--- src/rtl/core/assert_macros.svh ---
// Assertion helpers shared by the core RTL.
// Both expect clk_i and rst_ni in the enclosing module.
`ifndef ASSERT_MACROS_SVH
`define ASSERT_MACROS_SVH

// Property must hold at every clock edge outside reset.
`define PTSG_ASSERT(label, prop, msg) \
  label: assert property (@(posedge clk_i) disable iff (!rst_ni) (prop)) else $error(msg);

// Expression must never be true outside reset.
`define PTSG_NEVER(label, expr, msg) \
  label: assert property (@(posedge clk_i) disable iff (!rst_ni) !(expr)) else $error(msg);

`endif

--- src/rtl/core/ptsg_pkg.sv ---
`timescale 1ns / 1ps

package ptsg_pkg;

  localparam int unsigned FREQ_W    = 16;
  localparam int unsigned LEN_W     = 16;
  localparam int unsigned FUNC_W    = 3;
  localparam int unsigned RELOAD_W  = 20;
  localparam int unsigned COMPARE_W = 19;

  localparam int unsigned CFG_IDX_W  = 1;
  localparam int unsigned CFG_DATA_W = 16;

  localparam int unsigned DIVD_W = 32;
  localparam int unsigned DIVS_W = 16;
  localparam int unsigned STEP_W = 5;

  localparam logic [DIVD_W-1:0] TIMER_HZ = 32'd1000000;

  localparam logic [FREQ_W-1:0] MIN_FREQ_RST = 16'd100;
  localparam logic [LEN_W-1:0]  DEF_LEN_RST  = 16'd80;

  // Command codes
  localparam logic [FUNC_W-1:0] FUNC_TICK     = 3'd0;
  localparam logic [FUNC_W-1:0] FUNC_BEEP     = 3'd1;
  localparam logic [FUNC_W-1:0] FUNC_SWEEP    = 3'd2;
  localparam logic [FUNC_W-1:0] FUNC_STOP     = 3'd3;
  localparam logic [FUNC_W-1:0] FUNC_BEEP_DEF = 3'd4;

  // Register indexes
  localparam logic [CFG_IDX_W-1:0] CFG_MIN_FREQ = 1'b0;
  localparam logic [CFG_IDX_W-1:0] CFG_DEF_LEN  = 1'b1;

  typedef struct packed {
    logic [FUNC_W-1:0] func;
    logic [FREQ_W-1:0] freq_a;
    logic [FREQ_W-1:0] freq_b;
    logic [LEN_W-1:0]  length_ms;
  } cmd_t;

  typedef struct packed {
    logic [RELOAD_W-1:0]  reload_value;
    logic [COMPARE_W-1:0] compare_value;
    logic                 tone_on;
    logic                 sweeping;
  } tone_t;

  typedef struct packed {
    logic              start;
    logic [DIVD_W-1:0] dividend;
    logic [DIVS_W-1:0] divisor;
  } div_req_t;

  typedef struct packed {
    logic              done;
    logic [DIVD_W-1:0] quotient;
  } div_rsp_t;

endpackage

--- src/rtl/core/ptsg_div.sv ---
`timescale 1ns / 1ps
`include "assert_macros.svh"

// Restoring divider, one quotient bit per cycle.
module ptsg_div (
  input  logic                clk_i,
  input  logic                rst_ni,
  input  ptsg_pkg::div_req_t  req_i,
  output ptsg_pkg::div_rsp_t  rsp_o
);

  logic                        busy_q;
  logic                        done_q;
  logic [ptsg_pkg::STEP_W-1:0] cnt_q;
  logic [ptsg_pkg::DIVD_W-1:0] quo_q;
  logic [ptsg_pkg::DIVS_W-1:0] rem_q;
  logic [ptsg_pkg::DIVS_W-1:0] dvs_q;

  logic [ptsg_pkg::DIVS_W:0]   trial;
  logic                        ge;
  logic [ptsg_pkg::DIVS_W-1:0] rem_d;

  assign trial = {rem_q, quo_q[ptsg_pkg::DIVD_W-1]};
  assign ge    = trial >= {1'b0, dvs_q};
  // remainder stays below the divisor, so the low bits are enough
  assign rem_d = ge ? ptsg_pkg::DIVS_W'(trial - {1'b0, dvs_q})
                    : trial[ptsg_pkg::DIVS_W-1:0];

  always_ff @(posedge clk_i or negedge rst_ni) begin
    if (!rst_ni) begin
      busy_q <= 1'b0;
      done_q <= 1'b0;
      cnt_q  <= '0;
      quo_q  <= '0;
      rem_q  <= '0;
      dvs_q  <= '0;
    end else begin
      done_q <= 1'b0;
      if (req_i.start) begin
        busy_q <= 1'b1;
        cnt_q  <= '0;
        quo_q  <= req_i.dividend;
        rem_q  <= '0;
        dvs_q  <= req_i.divisor;
      end else if (busy_q) begin
        quo_q <= {quo_q[ptsg_pkg::DIVD_W-2:0], ge};
        rem_q <= rem_d;
        cnt_q <= cnt_q + 1'b1;
        if (cnt_q == ptsg_pkg::STEP_W'(ptsg_pkg::DIVD_W - 1)) begin
          busy_q <= 1'b0;
          done_q <= 1'b1;
        end
      end
    end
  end

  assign rsp_o.done     = done_q;
  assign rsp_o.quotient = quo_q;

  `PTSG_NEVER(a_div_start_busy, req_i.start && busy_q, "divider restarted while busy")
  `PTSG_ASSERT(a_div_done_after_busy, done_q |-> !busy_q && $past(busy_q), "stray divider done")
  `PTSG_NEVER(a_div_done_start, done_q && req_i.start, "divider started on its done cycle")

endmodule

--- src/rtl/core/piezo_tone_sweep_generator_core.sv ---
`timescale 1ns / 1ps
`include "assert_macros.svh"

// Tone controller for a 1 MHz PWM timer. Every accepted command item returns one
// result item with the timer reload and compare values and the tone/sweep flags
// after the command. Stop, sweep start, ignored codes and ticks that leave the
// frequency alone go straight to the emit step; beeps make one pass through the
// shared 32-step divider (1000000/f) and sweep ticks two (one more for the sweep
// interpolation, ahead of 1000000/f). The next command can be accepted in the
// cycle its result comes out. in_stall_o stays high while a command is in work;
// the result register lets the next command start while a result is still
// waiting. The user must write configuration through cfg_we_i only while the
// block is idle; the block itself does not enforce it.
module piezo_tone_sweep_generator_core (
  input  logic                               clk_i,
  input  logic                               rst_ni,
  input  logic                               cfg_we_i,
  input  logic [ptsg_pkg::CFG_IDX_W-1:0]     cfg_index_i,
  input  logic [ptsg_pkg::CFG_DATA_W-1:0]    cfg_wdata_i,
  input  logic                               in_valid_i,
  output logic                               in_stall_o,
  input  ptsg_pkg::cmd_t                     in_data_i,
  output logic                               out_valid_o,
  input  logic                               out_stall_i,
  output ptsg_pkg::tone_t                    out_data_o
);

  localparam logic [2:0] S_IDLE  = 3'd0;
  localparam logic [2:0] S_MUL   = 3'd1;
  localparam logic [2:0] S_DIV1S = 3'd2;
  localparam logic [2:0] S_DIV1W = 3'd3;
  localparam logic [2:0] S_DIV2S = 3'd4;
  localparam logic [2:0] S_DIV2W = 3'd5;
  localparam logic [2:0] S_EMIT  = 3'd6;

  logic [2:0] state_q;

  logic [ptsg_pkg::FREQ_W-1:0]    min_q;
  logic [ptsg_pkg::LEN_W-1:0]     def_q;
  logic [ptsg_pkg::LEN_W-1:0]     elapsed_q;
  logic [ptsg_pkg::LEN_W-1:0]     length_q;
  logic [ptsg_pkg::FREQ_W-1:0]    from_q;
  logic [ptsg_pkg::FREQ_W-1:0]    to_q;
  logic                           running_q;
  logic                           sweep_q;
  logic [ptsg_pkg::RELOAD_W-1:0]  reload_q;
  logic [ptsg_pkg::COMPARE_W-1:0] compare_q;
  logic [ptsg_pkg::FREQ_W-1:0]    freq_q;
  logic [ptsg_pkg::DIVD_W-1:0]    prod_q;
  logic                           out_valid_q;
  ptsg_pkg::tone_t                out_q;

  ptsg_pkg::div_req_t div_req;
  ptsg_pkg::div_rsp_t div_rsp;

  logic                          accept;
  logic [ptsg_pkg::LEN_W-1:0]    elapsed_d;
  logic                          down;
  logic [ptsg_pkg::FREQ_W-1:0]   span;
  logic [ptsg_pkg::FREQ_W-1:0]   step;
  logic [ptsg_pkg::FREQ_W-1:0]   fsum;
  logic [ptsg_pkg::FREQ_W-1:0]   ffloor;
  logic [ptsg_pkg::RELOAD_W-1:0] period;
  logic                          out_free;
  logic                          emit;

  assign accept   = in_valid_i && !in_stall_o;
  assign out_free = !out_valid_q || !out_stall_i;
  assign emit     = (state_q == S_EMIT) && out_free;

  assign elapsed_d = (elapsed_q != '1) ? elapsed_q + 1'b1 : elapsed_q;

  // |to - from| and direction of the sweep
  assign down = to_q < from_q;
  assign span = down ? from_q - to_q : to_q - from_q;

  // quotient is below span, so the sum stays within 0..65535
  assign step   = div_rsp.quotient[ptsg_pkg::FREQ_W-1:0];
  assign fsum   = down ? from_q - step : from_q + step;
  assign ffloor = (fsum < min_q) ? min_q : fsum;
  assign period = div_rsp.quotient[ptsg_pkg::RELOAD_W-1:0];

  always_comb begin
    div_req = '0;
    unique case (state_q)
      S_DIV1S: begin
        div_req.start    = 1'b1;
        div_req.dividend = prod_q;
        div_req.divisor  = length_q;
      end
      S_DIV2S: begin
        div_req.start    = 1'b1;
        div_req.dividend = ptsg_pkg::TIMER_HZ;
        div_req.divisor  = freq_q;
      end
      default: ;
    endcase
  end

  ptsg_div u_div (
    .clk_i  (clk_i),
    .rst_ni (rst_ni),
    .req_i  (div_req),
    .rsp_o  (div_rsp)
  );

  always_ff @(posedge clk_i or negedge rst_ni) begin
    if (!rst_ni) begin
      min_q <= ptsg_pkg::MIN_FREQ_RST;
      def_q <= ptsg_pkg::DEF_LEN_RST;
    end else if (cfg_we_i) begin
      unique case (cfg_index_i)
        ptsg_pkg::CFG_MIN_FREQ: min_q <= cfg_wdata_i;
        ptsg_pkg::CFG_DEF_LEN:  def_q <= cfg_wdata_i;
        default: ;
      endcase
    end
  end

  always_ff @(posedge clk_i or negedge rst_ni) begin
    if (!rst_ni) begin
      state_q     <= S_IDLE;
      elapsed_q   <= '0;
      length_q    <= '0;
      from_q      <= '0;
      to_q        <= '0;
      running_q   <= 1'b0;
      sweep_q     <= 1'b0;
      reload_q    <= '0;
      compare_q   <= '0;
      freq_q      <= '0;
      prod_q      <= '0;
      out_valid_q <= 1'b0;
      out_q       <= '0;
    end else begin
      out_valid_q <= emit || (out_valid_q && out_stall_i);
      unique case (state_q)
        S_IDLE: begin
          if (accept) begin
            state_q <= S_EMIT;
            case (in_data_i.func) inside
              ptsg_pkg::FUNC_TICK: begin
                if (running_q) begin
                  elapsed_q <= elapsed_d;
                  if (elapsed_d >= length_q) begin
                    compare_q <= '0;
                    running_q <= 1'b0;
                    sweep_q   <= 1'b0;
                  end else if (sweep_q) begin
                    state_q <= S_MUL;
                  end
                end
              end
              ptsg_pkg::FUNC_BEEP, ptsg_pkg::FUNC_BEEP_DEF: begin
                freq_q    <= (in_data_i.freq_a == '0) ? ptsg_pkg::FREQ_W'(1)
                                                      : in_data_i.freq_a;
                length_q  <= (in_data_i.func == ptsg_pkg::FUNC_BEEP) ? in_data_i.length_ms
                                                                      : def_q;
                elapsed_q <= '0;
                running_q <= 1'b1;
                sweep_q   <= 1'b0;
                state_q   <= S_DIV2S;
              end
              ptsg_pkg::FUNC_SWEEP: begin
                from_q    <= in_data_i.freq_a;
                to_q      <= in_data_i.freq_b;
                length_q  <= in_data_i.length_ms;
                elapsed_q <= '0;
                running_q <= 1'b1;
                sweep_q   <= 1'b1;
              end
              ptsg_pkg::FUNC_STOP: begin
                compare_q <= '0;
                running_q <= 1'b0;
                sweep_q   <= 1'b0;
              end
              default: ;
            endcase
          end
        end
        S_MUL: begin
          prod_q  <= ptsg_pkg::DIVD_W'(span) * ptsg_pkg::DIVD_W'(elapsed_q);
          state_q <= S_DIV1S;
        end
        S_DIV1S: state_q <= S_DIV1W;
        S_DIV1W: begin
          if (div_rsp.done) begin
            freq_q  <= (ffloor == '0) ? ptsg_pkg::FREQ_W'(1) : ffloor;
            state_q <= S_DIV2S;
          end
        end
        S_DIV2S: state_q <= S_DIV2W;
        S_DIV2W: begin
          if (div_rsp.done) begin
            reload_q  <= period - 1'b1;
            compare_q <= period[ptsg_pkg::RELOAD_W-1:1];
            state_q   <= S_EMIT;
          end
        end
        S_EMIT: begin
          if (out_free) begin
            out_q.reload_value  <= reload_q;
            out_q.compare_value <= compare_q;
            out_q.tone_on       <= running_q;
            out_q.sweeping      <= sweep_q;
            state_q             <= S_IDLE;
          end
        end
        default: state_q <= S_IDLE;
      endcase
    end
  end

  assign in_stall_o  = state_q != S_IDLE;
  assign out_valid_o = out_valid_q;
  assign out_data_o  = out_q;

  `PTSG_ASSERT(a_sweep_needs_tone, sweep_q |-> running_q, "sweep flag without running tone")
  `PTSG_ASSERT(a_silent_compare, (compare_q != '0) |-> running_q, "compare set while silent")
  `PTSG_ASSERT(a_div_only_in_div, div_rsp.done |-> (state_q == S_DIV1W || state_q == S_DIV2W),
               "divider result outside a wait state")

endmodule
--- config.mk ---
export PLATFORM = sky130hd
export DESIGN_NAME = piezo_tone_sweep_generator_core
export DESIGN_NICKNAME = d
export VERILOG_FILES = /design/src/rtl/core/ptsg_pkg.sv /design/src/rtl/core/ptsg_div.sv /design/src/rtl/core/piezo_tone_sweep_generator_core.sv
export VERILOG_INCLUDE_DIRS = /design/src /design/src/rtl/core
export SDC_FILE = /design/constraint.sdc
export NUM_CORES = 1
export LEC_CHECK = 0
export BUFFER_PORTS_ARGS = -buffer_cell sky130_fd_sc_hd__buf_2
export CAP_MARGIN = 20
export CORE_MARGIN = 5
export CORE_UTILIZATION = 61
export DETAILED_ROUTE_END_ITERATION = 10
export GPL_ROUTABILITY_DRIVEN = 0
export PLACE_DENSITY = 0.79
export RECOVER_POWER = 100
export SLEW_MARGIN = 20
export SYNTH_ARGS = -nofsm -noshare
export SYNTH_HDL_FRONTEND = slang
export SYNTH_SLANG_ARGS = --single-unit
--- constraint.sdc ---
create_clock -name clk_i -period 17.23 [get_ports clk_i]
set_clock_uncertainty 0.2 [all_clocks]
set_input_delay 1.723 -clock clk_i [delete_from_list [all_inputs] [get_ports clk_i]]
set_output_delay 1.723 -clock clk_i [all_outputs]
set_load 0.05 [all_outputs]
==> results of run 1 <==
[metal layers]
layer | vias to the layer above | global-route usage
met1 | 10440 | 0.4076
met5 | - | 0
met2 | 991 | 0.4696
li1 | 9628 | -
met3 | 192 | 0.05850
met4 | 0 | 0.09501
[Yosys cell counts (all sizes together) (5+ instances only)]
| cell | count |
|---|---|
| a22oi | 18 |
| nand4 | 22 |
| nand2b | 20 |
| mux2 | 80 |
| and3 | 12 |
| o21a | 17 |
| o2111ai | 6 |
| nor3 | 32 |
| or4 | 5 |
| o31ai | 13 |
| dfstp | 5 |
| o21bai | 11 |
| nor2b | 35 |
| nor2 | 101 |
| xor2 | 47 |
| a211oi | 16 |
| clkbuf | 137 |
| nor4 | 23 |
| nand2 | 404 |
| nand3b | 14 |
| or3 | 18 |
| a22o | 9 |
| buf | 27 |
| a21o | 34 |
| a31o | 5 |
| nor3b | 7 |
| and2 | 109 |
| nand3 | 41 |
| inv | 330 |
| dfrtp | 296 |
| o311ai | 12 |
| fa | 198 |
| xnor2 | 67 |
| ha | 201 |
| o211ai | 6 |
| mux2i | 72 |
| a31oi | 14 |
| a311oi | 12 |
| o21ai | 224 |
| a21oi | 136 |
[sequential cells by signal (all words and copies together) (netlist names), 19 cells and up]
| name | flops |
|---|---|
| out_data_o | 41 |
| u_div.quo_q | 32 |
| prod_q | 32 |
| reload_q | 20 |
| compare_q | 19 |
[cell usage in the layout (no fill, tap or decap), types with 13 or more instances in the layout]
| master | netlist | layout |
|---|---|---|
| sky130_fd_sc_hd__buf_4 | 1 | 22 |
| sky130_fd_sc_hd__o21ai_0 | 223 | 224 |
| sky130_fd_sc_hd__clkbuf_16 | 0 | 35 |
| sky130_fd_sc_hd__a22oi_1 | 18 | 18 |
| sky130_fd_sc_hd__a31oi_1 | 12 | 13 |
| sky130_fd_sc_hd__nand3b_1 | 14 | 14 |
| sky130_fd_sc_hd__nor2b_1 | 35 | 35 |
| sky130_fd_sc_hd__xnor2_1 | 66 | 64 |
| sky130_fd_sc_hd__inv_1 | 330 | 330 |
| sky130_fd_sc_hd__dfrtp_1 | 296 | 295 |
| sky130_fd_sc_hd__ha_1 | 201 | 200 |
| sky130_fd_sc_hd__nand4_1 | 22 | 22 |
| sky130_fd_sc_hd__mux2_2 | 79 | 75 |
| sky130_fd_sc_hd__o21a_1 | 17 | 17 |
| sky130_fd_sc_hd__fa_1 | 198 | 198 |
| sky130_fd_sc_hd__mux2i_1 | 72 | 72 |
| sky130_fd_sc_hd__nor4_1 | 22 | 22 |
| sky130_fd_sc_hd__nand2_1 | 402 | 401 |
| sky130_fd_sc_hd__xor2_1 | 45 | 45 |
| sky130_fd_sc_hd__a21oi_1 | 135 | 135 |
| sky130_fd_sc_hd__and2_1 | 109 | 102 |
| sky130_fd_sc_hd__a211oi_1 | 15 | 15 |
| sky130_fd_sc_hd__buf_2 | 18 | 68 |
| sky130_fd_sc_hd__nand2b_1 | 20 | 20 |
| sky130_fd_sc_hd__or3_1 | 18 | 18 |
| sky130_fd_sc_hd__a21o_1 | 34 | 34 |
| sky130_fd_sc_hd__nor2_1 | 100 | 100 |
| sky130_fd_sc_hd__clkbuf_1 | 137 | 67 |
| sky130_fd_sc_hd__nand3_1 | 41 | 41 |
| sky130_fd_sc_hd__nor3_1 | 31 | 31 |
[layout make-up]
class                      instances  area [um^2]
inverter                         330         1239
fill                            3310        14150
sequential                       301         7540
antenna                            1        2.502
tap                              539        674.4
multi-input combinational       2079        16690
clock buffer                      48        964.7
timing repair buffer             149        750.7
clock inverter                    14        125.1
[worst reg2reg max path, delay by kind of cell, from the launching register on]
family	cells	cell delay [ps]
buffers and inverters	5	330
DFF	1	390
xor gates and xnor gates	1	1240
and+or+nand+nor	6	2140
AOI/OAI and AO/OA	11	2840
adders and majority gates	9	3870
[worst min-delay path by stage]
stage,from,to,depth (start not counted)
global route,prod_q[8],u_div.quo_q[8],2
finish,prod_q[12],u_div.quo_q[12],2
detailed placement,prod_q[1],u_div.quo_q[1],2
floorplan,reload_q[0],reload_q[0],2
global placement,prod_q[4],u_div.quo_q[4],2
CTS,prod_q[12],u_div.quo_q[12],2
[stage by stage]
stage               std cells  hold slack [ps]  cell area (um^2)  worst slack [ps]
finish                   3461            268.7             27990              6097
global route             3461            292.7             27990              5501
CTS                      3457            274.1             28130              7087
detailed placement       3395            260.4             27040              7081
global placement         3395            257.3             27040              7582
floorplan                2874            244.4             26140              9091
[cell families after synthesis]
| kind of cell | after synthesis |
|---|---|
| buffers and inverters | 494 |
| multiplexers | 152 |
| AO/OA/AOI/OAI | 565 |
| AND/OR/NAND/NOR | 849 |
| flip-flops | 301 |
| adder cells (fa/ha/maj) | 399 |
| XOR/XNOR | 114 |
==> summary.txt, run 1 <==
CTS
  • Level count of the clock H-tree: 2
  • Clk sink count: 301
  • Clock tree root driver cell: sky130_fd_sc_hd__clkbuf_16
  • Clock insertion delay at the later pin of the skew report: 550 ps
  • Post-CTS Setup Repair Bufs: 0
  • Clock-pin slew of the registers on the worst-case setup and hold paths: 60 ps
  • Maximum root-to-sink buffer count: 3
  • Total CTS buffers: 34
  • CTS tree: done
  • Count of instances resized after the clock tree is built: 0
  • Hold-fix buffers, CTS: 0

Worst setup path
  • Worst setup path endpoint: prod_q[25]
  • Worst reg-to-reg path cell count: 32
  • Required time worst endpoint: 17460 ps
  • Critical path start-end classification: register to register
  • Endpoint of the worst-slack reg-to-reg timing path: prod_q[25]
  • Type of element launching the critical path: register
  • CP Buf/Inv Count: 5
  • Capturing element type of the critical path: register
  • Max Fanout on Critical Path: 16
  • Critical path's top delay family: adder cells
  • Critical path arrival: 11360 ps
  • Cell type with the highest occurrence count on the critical path: sky130_fd_sc_hd__fa_1
  • Critical path startpoint: to_q[0]
  • Largest stage delay on the critical path: about 1200 ps
  • Slowest library cell on the worst path: sky130_fd_sc_hd__xor2_1
  • Register-to-register setup slack: between 6000 and 7000 ps
  • RR Startpoint: to_q[0]
  • Crit path depth: 32

Floorplanning
  • Initial standard-cell utilization of the core: 0.6203
  • Area of the core: between 40000 and 50000 um^2
  • Number of ports placed on the die boundary: 116
  • Die span in y: about 220 um
  • Die width: around 220 um
  • Number of rows created at floorplan: 75
  • Die area: 47090 um^2

Run status
  • Failing checks: capacitance limit, slew limit
  • Status: complete, but fails checks

Synth
  • Synthesized net count: 3346
  • Dominant combinational cell family by area after synthesis: adder cells
  • Post-synthesis cell count: around 2900
  • Adder-cell area share of the yosys netlist: 0.2479
  • Post-Synth XOR/XNOR Area: 0.03906
  • Leading register cell type out of synthesis: sky130_fd_sc_hd__dfrtp_1
  • Post-synth ARST share: 1.000
  • Proportion of netlist area held by the largest area contributor: 0.2834
  • Seq cells post-synth: between 300 and 400
  • Avg Synthesized Cell Area: 9.094 um^2
  • Sequential share of the synthesized area: 0.2884
  • Yosys top cell by area: sky130_fd_sc_hd__dfrtp_1
  • Synth Cell Area: 26140 um^2
  • Area fraction in and, or, nand and nor cells after synthesis: 0.1540
  • Synthesized-area fraction occupied by ao, oa, aoi and oai cells: 0.1354
  • Leading post-synthesis cells by cell area: sky130_fd_sc_hd__dfrtp_1, sky130_fd_sc_hd__fa_1, sky130_fd_sc_hd__ha_1
  • Count of flip-flops with a built-in enable after synthesis: 0
  • Count of cell types in the netlist: 85
  • Mux share of post-synthesis cell area: 0.06218
  • Yosys warning total: 0

Flow run
  • Max cap viols: 9

Timing
  • Max-slew violation count: 458
  • Final-report setup violation count: 0
  • Sum Neg Setup Slack: 0 ps
  • Actual slew at the worst max-slew pin: 5468 ps
  • Final critical path time including I/O delays and setup: 11130 ps
  • Hold Vio Cnt, Final: 0
  • Relative max-transition margin: -2.645
  • Ratio of final minimum period to clock period: 0.6461
  • Top achievable clock speed: 89.82 MHz
  • Unrepaired setup endpoints after global routing: no

Cells and area
  • Layout cell share with drive strength beyond 1: 0.08696
  • Number of nets in the layout: about 3400
  • Core Util, Final: 0.6642
  • Area overhead of the layout relative to synthesis: 7.075%

Global route
  • Combined global-route utilization of all metal layers: 0.2937
  • Wire length of the first global-routing pass: 112.9 mm
  • Initial antenna violation count: 1
  • Number of global-route vias before repair: 21520
  • Gr ovfl total: 0
  • Largest net degree at the start of global routing: 199

Route
  • Detailed-route DRC error count: 0
  • Met3 routed wirelength: ~6.3 mm
  • Routed met2 length: 31.62 mm
  • Via count: 21250
  • Remaining antenna violation count after routing: 0
  • Routed vias/inst: 6.141
  • Number of violations reported at the end of detailed-routing iteration 0: about 2300
  • Routed Wire Length: 68.81 mm
  • WL met1: 28.51 mm
  • Pre-Repair DR Iteration Count: 6
  • Average wire length per cell after detail routing: 19.88 um
  • Uppermost metal layer occupied by signal nets: met4

Placed design
  • Number of port buffers: 115
  • HPWL after DPL: 51.70 mm

Worst hold path
  • Min-delay worst type: register to register
Power of run 1 is not shown: default switching activity piles up to over one toggle a cycle in this logic, so the estimate is an artifact.
==> run 2: changes to the inputs <==
==> constraint.sdc (replaced) <==
create_clock -name clk_i -period 10.35 [get_ports clk_i]
set_clock_uncertainty 0.2 [all_clocks]
set_input_delay 1.035 -clock clk_i [delete_from_list [all_inputs] [get_ports clk_i]]
set_output_delay 1.035 -clock clk_i [all_outputs]
set_load 0.05 [all_outputs]
==> run 2 against run 1 <==
Effect of this change: the run still ends with capacitance limit, slew limit left; global-route usage shrank 0.38 points; via count shrank 0.99%; non-clock buffer count grew 4; utilization grew 0.31 points; sequential share of layout area shrank 0.12 points; fmax grew 16%; worst setup slack lost 5300 ps; register-to-register slack lost 5300 ps; wire length shrank 1.2%; cell area grew 0.46%.
==> summary.txt, run 2 (synthesis results as in run 1) <==
Route
  • Routed Wire Length: 67.97 mm
  • Remaining antenna violation count after routing: 0
  • Number of violations reported at the end of detailed-routing iteration 0: 2171
  • Via count: 21040
  • Pre-Repair DR Iteration Count: 6
  • Average wire length per cell after detail routing: 19.62 um
  • Detailed-route DRC error count: 0
  • Routed vias/inst: 6.073

Cells and area
  • Layout cell share with drive strength beyond 1: 0.08991
  • Most common cell after layout, fill and taps aside: sky130_fd_sc_hd__nand2_1
  • Filler Cells Inserted: 3322
  • Number of nets in the layout: 3372
  • Area overhead of the layout relative to synthesis: 7.568%
  • Number of flip-flops under the largest register name: 41
  • Commonest cells after routing, fill and taps aside: sky130_fd_sc_hd__nand2_1, sky130_fd_sc_hd__inv_1, sky130_fd_sc_hd__dfrtp_1, sky130_fd_sc_hd__o21ai_0, sky130_fd_sc_hd__ha_1

Timing
  • Unrepaired setup endpoints after global routing: no
  • Actual slew at the worst max-slew pin: 5869 ps
  • Final critical path time including I/O delays and setup: 9586 ps
  • Ratio of final minimum period to clock period: 0.9262
  • Hold Vio Cnt, Final: 0
  • Relative max-transition margin: -2.913
  • Final-report setup violation count: 0
  • Sum Neg Setup Slack: 0 ps
  • Max-slew violation count: ~500
  • Top achievable clock speed: 104.3 MHz
  • Post-Route Hold Slack: between 200 and 300 ps

Floorplanning
  • Die width: 217 um
  • Die area: 47090 um^2
  • Initial standard-cell utilization of the core: 0.6203
  • Area of the core: 42130 um^2
  • Die span in y: 217 um
  • Number of rows created at floorplan: 75
  • Number of ports placed on the die boundary: 116

Global route
  • Combined global-route utilization of all metal layers: 0.2899
  • Initial antenna violation count: 1
  • Largest net degree at the start of global routing: ~190
  • Wire length of the first global-routing pass: 111.5 mm
  • Number of global-route vias before repair: 21360
  • Gr ovfl total: 0

Worst setup path
  • Register-to-register setup slack: 760 ps
  • Capturing element type of the critical path: register
  • Critical path start-end classification: register to register
  • Type of element launching the critical path: register
  • Critical path arrival: 9800 ps
  • Max Fanout on Critical Path: 25
  • Required time worst endpoint: 10560 ps
  • RR Startpoint: to_q[0]
  • Critical path's top delay family: adder cells
  • Endpoint of the worst-slack reg-to-reg timing path: prod_q[25]
  • CP Buf/Inv Count: 5
  • Slowest library cell on the worst path: sky130_fd_sc_hd__xor2_2
  • Cell type with the highest occurrence count on the critical path: sky130_fd_sc_hd__fa_1
  • Largest stage delay on the critical path: 640 ps
  • Worst reg-to-reg path cell count: 31

Flow run
  • Max cap viols: 9

CTS
  • Clk sink count: 301
  • Count of instances resized after the clock tree is built: 0
  • Total CTS buffers: 35
  • CTS tree: done
  • Clock tree root driver cell: sky130_fd_sc_hd__clkbuf_16
  • Hold-fix buffers, CTS: 0
  • Maximum root-to-sink buffer count: 3
  • Clock-pin slew of the registers on the worst-case setup and hold paths: 60 ps
  • Clock insertion delay at the later pin of the skew report: approximately 560 ps
  • Level count of the clock H-tree: 2
  • Post-CTS Setup Repair Bufs: 0

Worst hold path
  • Hold worst-path end: reload_q[19]
  • Min-delay worst type: register to register
  • Number of stages on the worst hold path: 2
  • Hold path startpoint: reload_q[19]

Placed design
  • HPWL after DPL: 51.11 mm
  • Number of port buffers: 115

Run status
  • Status: complete, but fails checks
  • Failing checks: capacitance limit, slew limit
-- run 2: cell count changes in the layout (fill, tap and decap cells not counted), moves of 2 or more --
cell                         previous run  this run
sky130_fd_sc_hd__bufinv_16              1         3
sky130_fd_sc_hd__clkinv_2               8         6
sky130_fd_sc_hd__clkbuf_8               4         6
sky130_fd_sc_hd__clkinvlp_4             0         3
sky130_fd_sc_hd__clkbuf_1              67        63
sky130_fd_sc_hd__buf_4                 22        26
sky130_fd_sc_hd__xnor2_1               64        66
sky130_fd_sc_hd__xnor2_2                3         1
sky130_fd_sc_hd__clkinv_4               3         0
-- run 2: cell type report --
class	count	area [um^2]	share of cell area
Antenna cell	1	2.502	0.00008900
Sequential cell	301	7540	0.2682
Timing Repair Buffer	153	782.0	0.02781
Clock buffer	48	1006	0.03578
Clock inverter	14	167.7	0.005963
Inverter	330	1239	0.04406
Multi-Input combinational cell	2079	16700	0.5941
Tap cell	539	674.4	0.02399
-- run 2: routing by layer --
metal / vias to the layer above / routed length, um / GRT usage
met4: 0 / 1921 / 0.08216
met3: 156 / 6156 / 0.06462
li1: 9639 / - / -
met1: 10350 / 28400 / 0.4013
met5: - / 0 / 0
met2: 901 / 31490 / 0.4653
-- run 2: worst max-delay path by stage --
stage	depth (start not counted)	startpoint	end	slack (ps)
after global placement	32	to_q[0]	prod_q[31]	1370
after floorplan	33	to_q[0]	prod_q[25]	2210
after detailed placement	30	to_q[0]	prod_q[31]	1080
final	31	to_q[0]	prod_q[25]	760
after global routing	30	to_q[0]	prod_q[31]	240
after CTS	31	to_q[0]	prod_q[25]	1010
-- run 2: tightest hold or removal path, cell delays in order (launching register included) --
cell and delay, ps:
sky130_fd_sc_hd__dfrtp_1 340, sky130_fd_sc_hd__nand2_1 40, sky130_fd_sc_hd__o21ai_0 60
-- run 2: through the flow --
stage                     area [um^2]  std cells  setup WS [ps]    util
after floorplan                 26140       2874           2211       -
after global placement          27060       3399           1366  0.6422
after detailed placement        27060       3399           1075  0.6422
after CTS                       28230       3461           1009  0.6701
after global routing            28120       3465          241.5  0.6673
final                           28120       3465          764.0  0.6673
Power of run 2 is left out for the same reason.
==> run 3: changes to the inputs <==
--- a/config.mk
+++ b/config.mk
@@ -10,6 +10,7 @@
 export CAP_MARGIN = 20
 export CORE_MARGIN = 5
 export CORE_UTILIZATION = 61
+export CTS_BUF_LIST = sky130_fd_sc_hd__clkbuf_8
 export DETAILED_ROUTE_END_ITERATION = 10
 export GPL_ROUTABILITY_DRIVEN = 0
 export PLACE_DENSITY = 0.79
==> run 3 against run 2 <==
Effect of this change: critical path depth stayed put; the run still ends with capacitance limit, slew limit left; fmax fell by 1.7%; cell count grew 0.92%; critical path type unchanged; critical endpoint is now prod_q[31]; worst setup slack got worse by 160 ps; via count is 0.18% higher.
==> summary.txt, run 3 (synthesis results as in run 1) <==
Run status
  • Status: complete, but fails checks
  • Failing checks: capacitance limit, slew limit

CTS
  • Clk sink count: ~300
  • Post-CTS Setup Repair Bufs: 0
  • Total CTS buffers: 52
  • Level count of the clock H-tree: 2
  • Clock tree root driver cell: sky130_fd_sc_hd__clkbuf_8
  • CTS tree: done
  • Hold-fix buffers, CTS: 0
  • Maximum root-to-sink buffer count: 3
  • Clock insertion delay at the later pin of the skew report: 640 ps
  • Clock-pin slew of the registers on the worst-case setup and hold paths: around 60 ps
  • Count of instances resized after the clock tree is built: 0

Cells and area
  • Layout Cell Area excl Fill: 28020 um^2
  • Most common cell after layout, fill and taps aside: sky130_fd_sc_hd__nand2_1
  • Number of flip-flops under the largest register name: 41
  • Number of nets in the layout: 3389
  • N_diodes: 0
  • Layout cell share with drive strength beyond 1: 0.09567
  • Area overhead of the layout relative to synthesis: 7.200%
  • Commonest cells after routing, fill and taps aside: sky130_fd_sc_hd__nand2_1, sky130_fd_sc_hd__inv_1, sky130_fd_sc_hd__dfrtp_1, sky130_fd_sc_hd__o21ai_0, sky130_fd_sc_hd__ha_1

Worst setup path
  • Type of element launching the critical path: register
  • Register-to-register setup slack: between 500 and 600 ps
  • Worst reg-to-reg path cell count: 31
  • Slowest library cell on the worst path: sky130_fd_sc_hd__xnor2_1
  • Critical path startpoint: to_q[0]
  • Worst setup path endpoint: prod_q[31]
  • Capturing element type of the critical path: register
  • Required time worst endpoint: 10550 ps
  • Max Fanout on Critical Path: 25
  • Critical path start-end classification: register to register
  • Endpoint of the worst-slack reg-to-reg timing path: prod_q[31]
  • RR Startpoint: to_q[0]
  • Critical path arrival: 9950 ps
  • Largest stage delay on the critical path: 890 ps

Global route
  • Largest net degree at the start of global routing: 194
  • GRT met2 Usage: 0.4627
  • Number of global-route vias before repair: 21500
  • Combined global-route utilization of all metal layers: 0.2890
  • GRT met1 Usage: 0.4015
  • Busiest layer in global routing: met2
  • Gr ovfl total: 0
  • Wire length of the first global-routing pass: 111.3 mm
  • Initial antenna violation count: 0
  • Met3 track utilization from global routing: 0.06212

Timing
  • Hold Vio Cnt, Final: 0
  • Max-slew violation count: 497
  • Final critical path time including I/O delays and setup: just under 10000 ps
  • Ratio of final minimum period to clock period: 0.9421
  • Unrepaired setup endpoints after global routing: no
  • Relative max-transition margin: -2.885
  • Top achievable clock speed: 102.6 MHz
  • Sum Neg Setup Slack: 0 ps
  • Actual slew at the worst max-slew pin: just under 6000 ps
  • Final-report setup violation count: 0

Route
  • Via count: 21080
  • Routed vias/inst: 6.028
  • Pre-Repair DR Iteration Count: 8
  • Detailed-route DRC error count: 0
  • Remaining antenna violation count after routing: 0
  • Average wire length per cell after detail routing: around 20 um
  • Routed Wire Length: 68.02 mm
  • Number of violations reported at the end of detailed-routing iteration 0: 1993

Floorplanning
  • Area of the core: 42130 um^2
  • Die area: ~47000 um^2
  • Number of ports placed on the die boundary: 116
  • Die span in y: approximately 220 um
  • Initial standard-cell utilization of the core: 0.6203
  • Die width: 217 um
  • Number of rows created at floorplan: 75

Placed design
  • Placed Area: 27060 um^2
  • HPWL after DPL: 51.11 mm
  • Number of port buffers: 115

Worst hold path
  • Min-delay worst type: register to register

Flow run
  • Max cap viols: 9
run 3: worst min path at each step:
stage | cells after the start | from | slack (ps) | to
after floorplan | 2 | reload_q[0] | 240 | reload_q[0]
after global placement | 2 | prod_q[3] | 260 | u_div.quo_q[3]
after detailed placement | 2 | reload_q[19] | 260 | reload_q[19]
after CTS | 1 | rst_ni | 240 | u_div.rem_q[12]
after global routing | 2 | prod_q[24] | 290 | prod_q[24]
final | 2 | prod_q[4] | 270 | u_div.quo_q[4]
run 3: layout make-up:
| class | instances | area (um^2) |
|---|---|---|
| clock buffer | 64 | 880.8 |
| clock inverter | 31 | 202.7 |
| fill | 3356 | 14110 |
| inverter | 330 | 1239 |
| multi-input combinational | 2079 | 16700 |
| sequential | 301 | 7540 |
| tap | 539 | 674.4 |
| timing repair buffer | 153 | 778.2 |
run 3: through the flow:
| step | hold WS, ps | cells | util | setup WS, ps |
|---|---|---|---|---|
| global placement | 257.6 | 3399 | 0.6422 | 1366 |
| CTS | 243.6 | 3494 | 0.6679 | 1089 |
| floorplan | 244.4 | 2874 | - | 2211 |
| detailed placement | 264.8 | 3399 | 0.6422 | 1075 |
| finish | 275.0 | 3497 | 0.6650 | 599.1 |
| global route | 294.3 | 3497 | 0.6650 | 205.1 |
run 3: routing by layer:
| layer | part of all wire | wire, um |
|---|---|---|
| met1 | 0.42 | 28240 |
| met2 | 0.46 | 31210 |
| met3 | 0.095 | 6464 |
| met4 | 0.031 | 2107 |
| met5 | 0 | 0 |
run 3: worst max-delay path, delay by kind of cell (launching register included):
family / cells / cell delay (ps)
AO/OA/AOI/OAI: 7 / 1950
AND/OR/NAND/NOR: 4 / 920
XOR/XNOR: 2 / 1010
buffers and inverters: 8 / 1120
adder cells (fa/ha/maj): 9 / 3680
multiplexers: 1 / 250
flip-flops: 1 / 390
Power of run 3 is left out for the same reason.
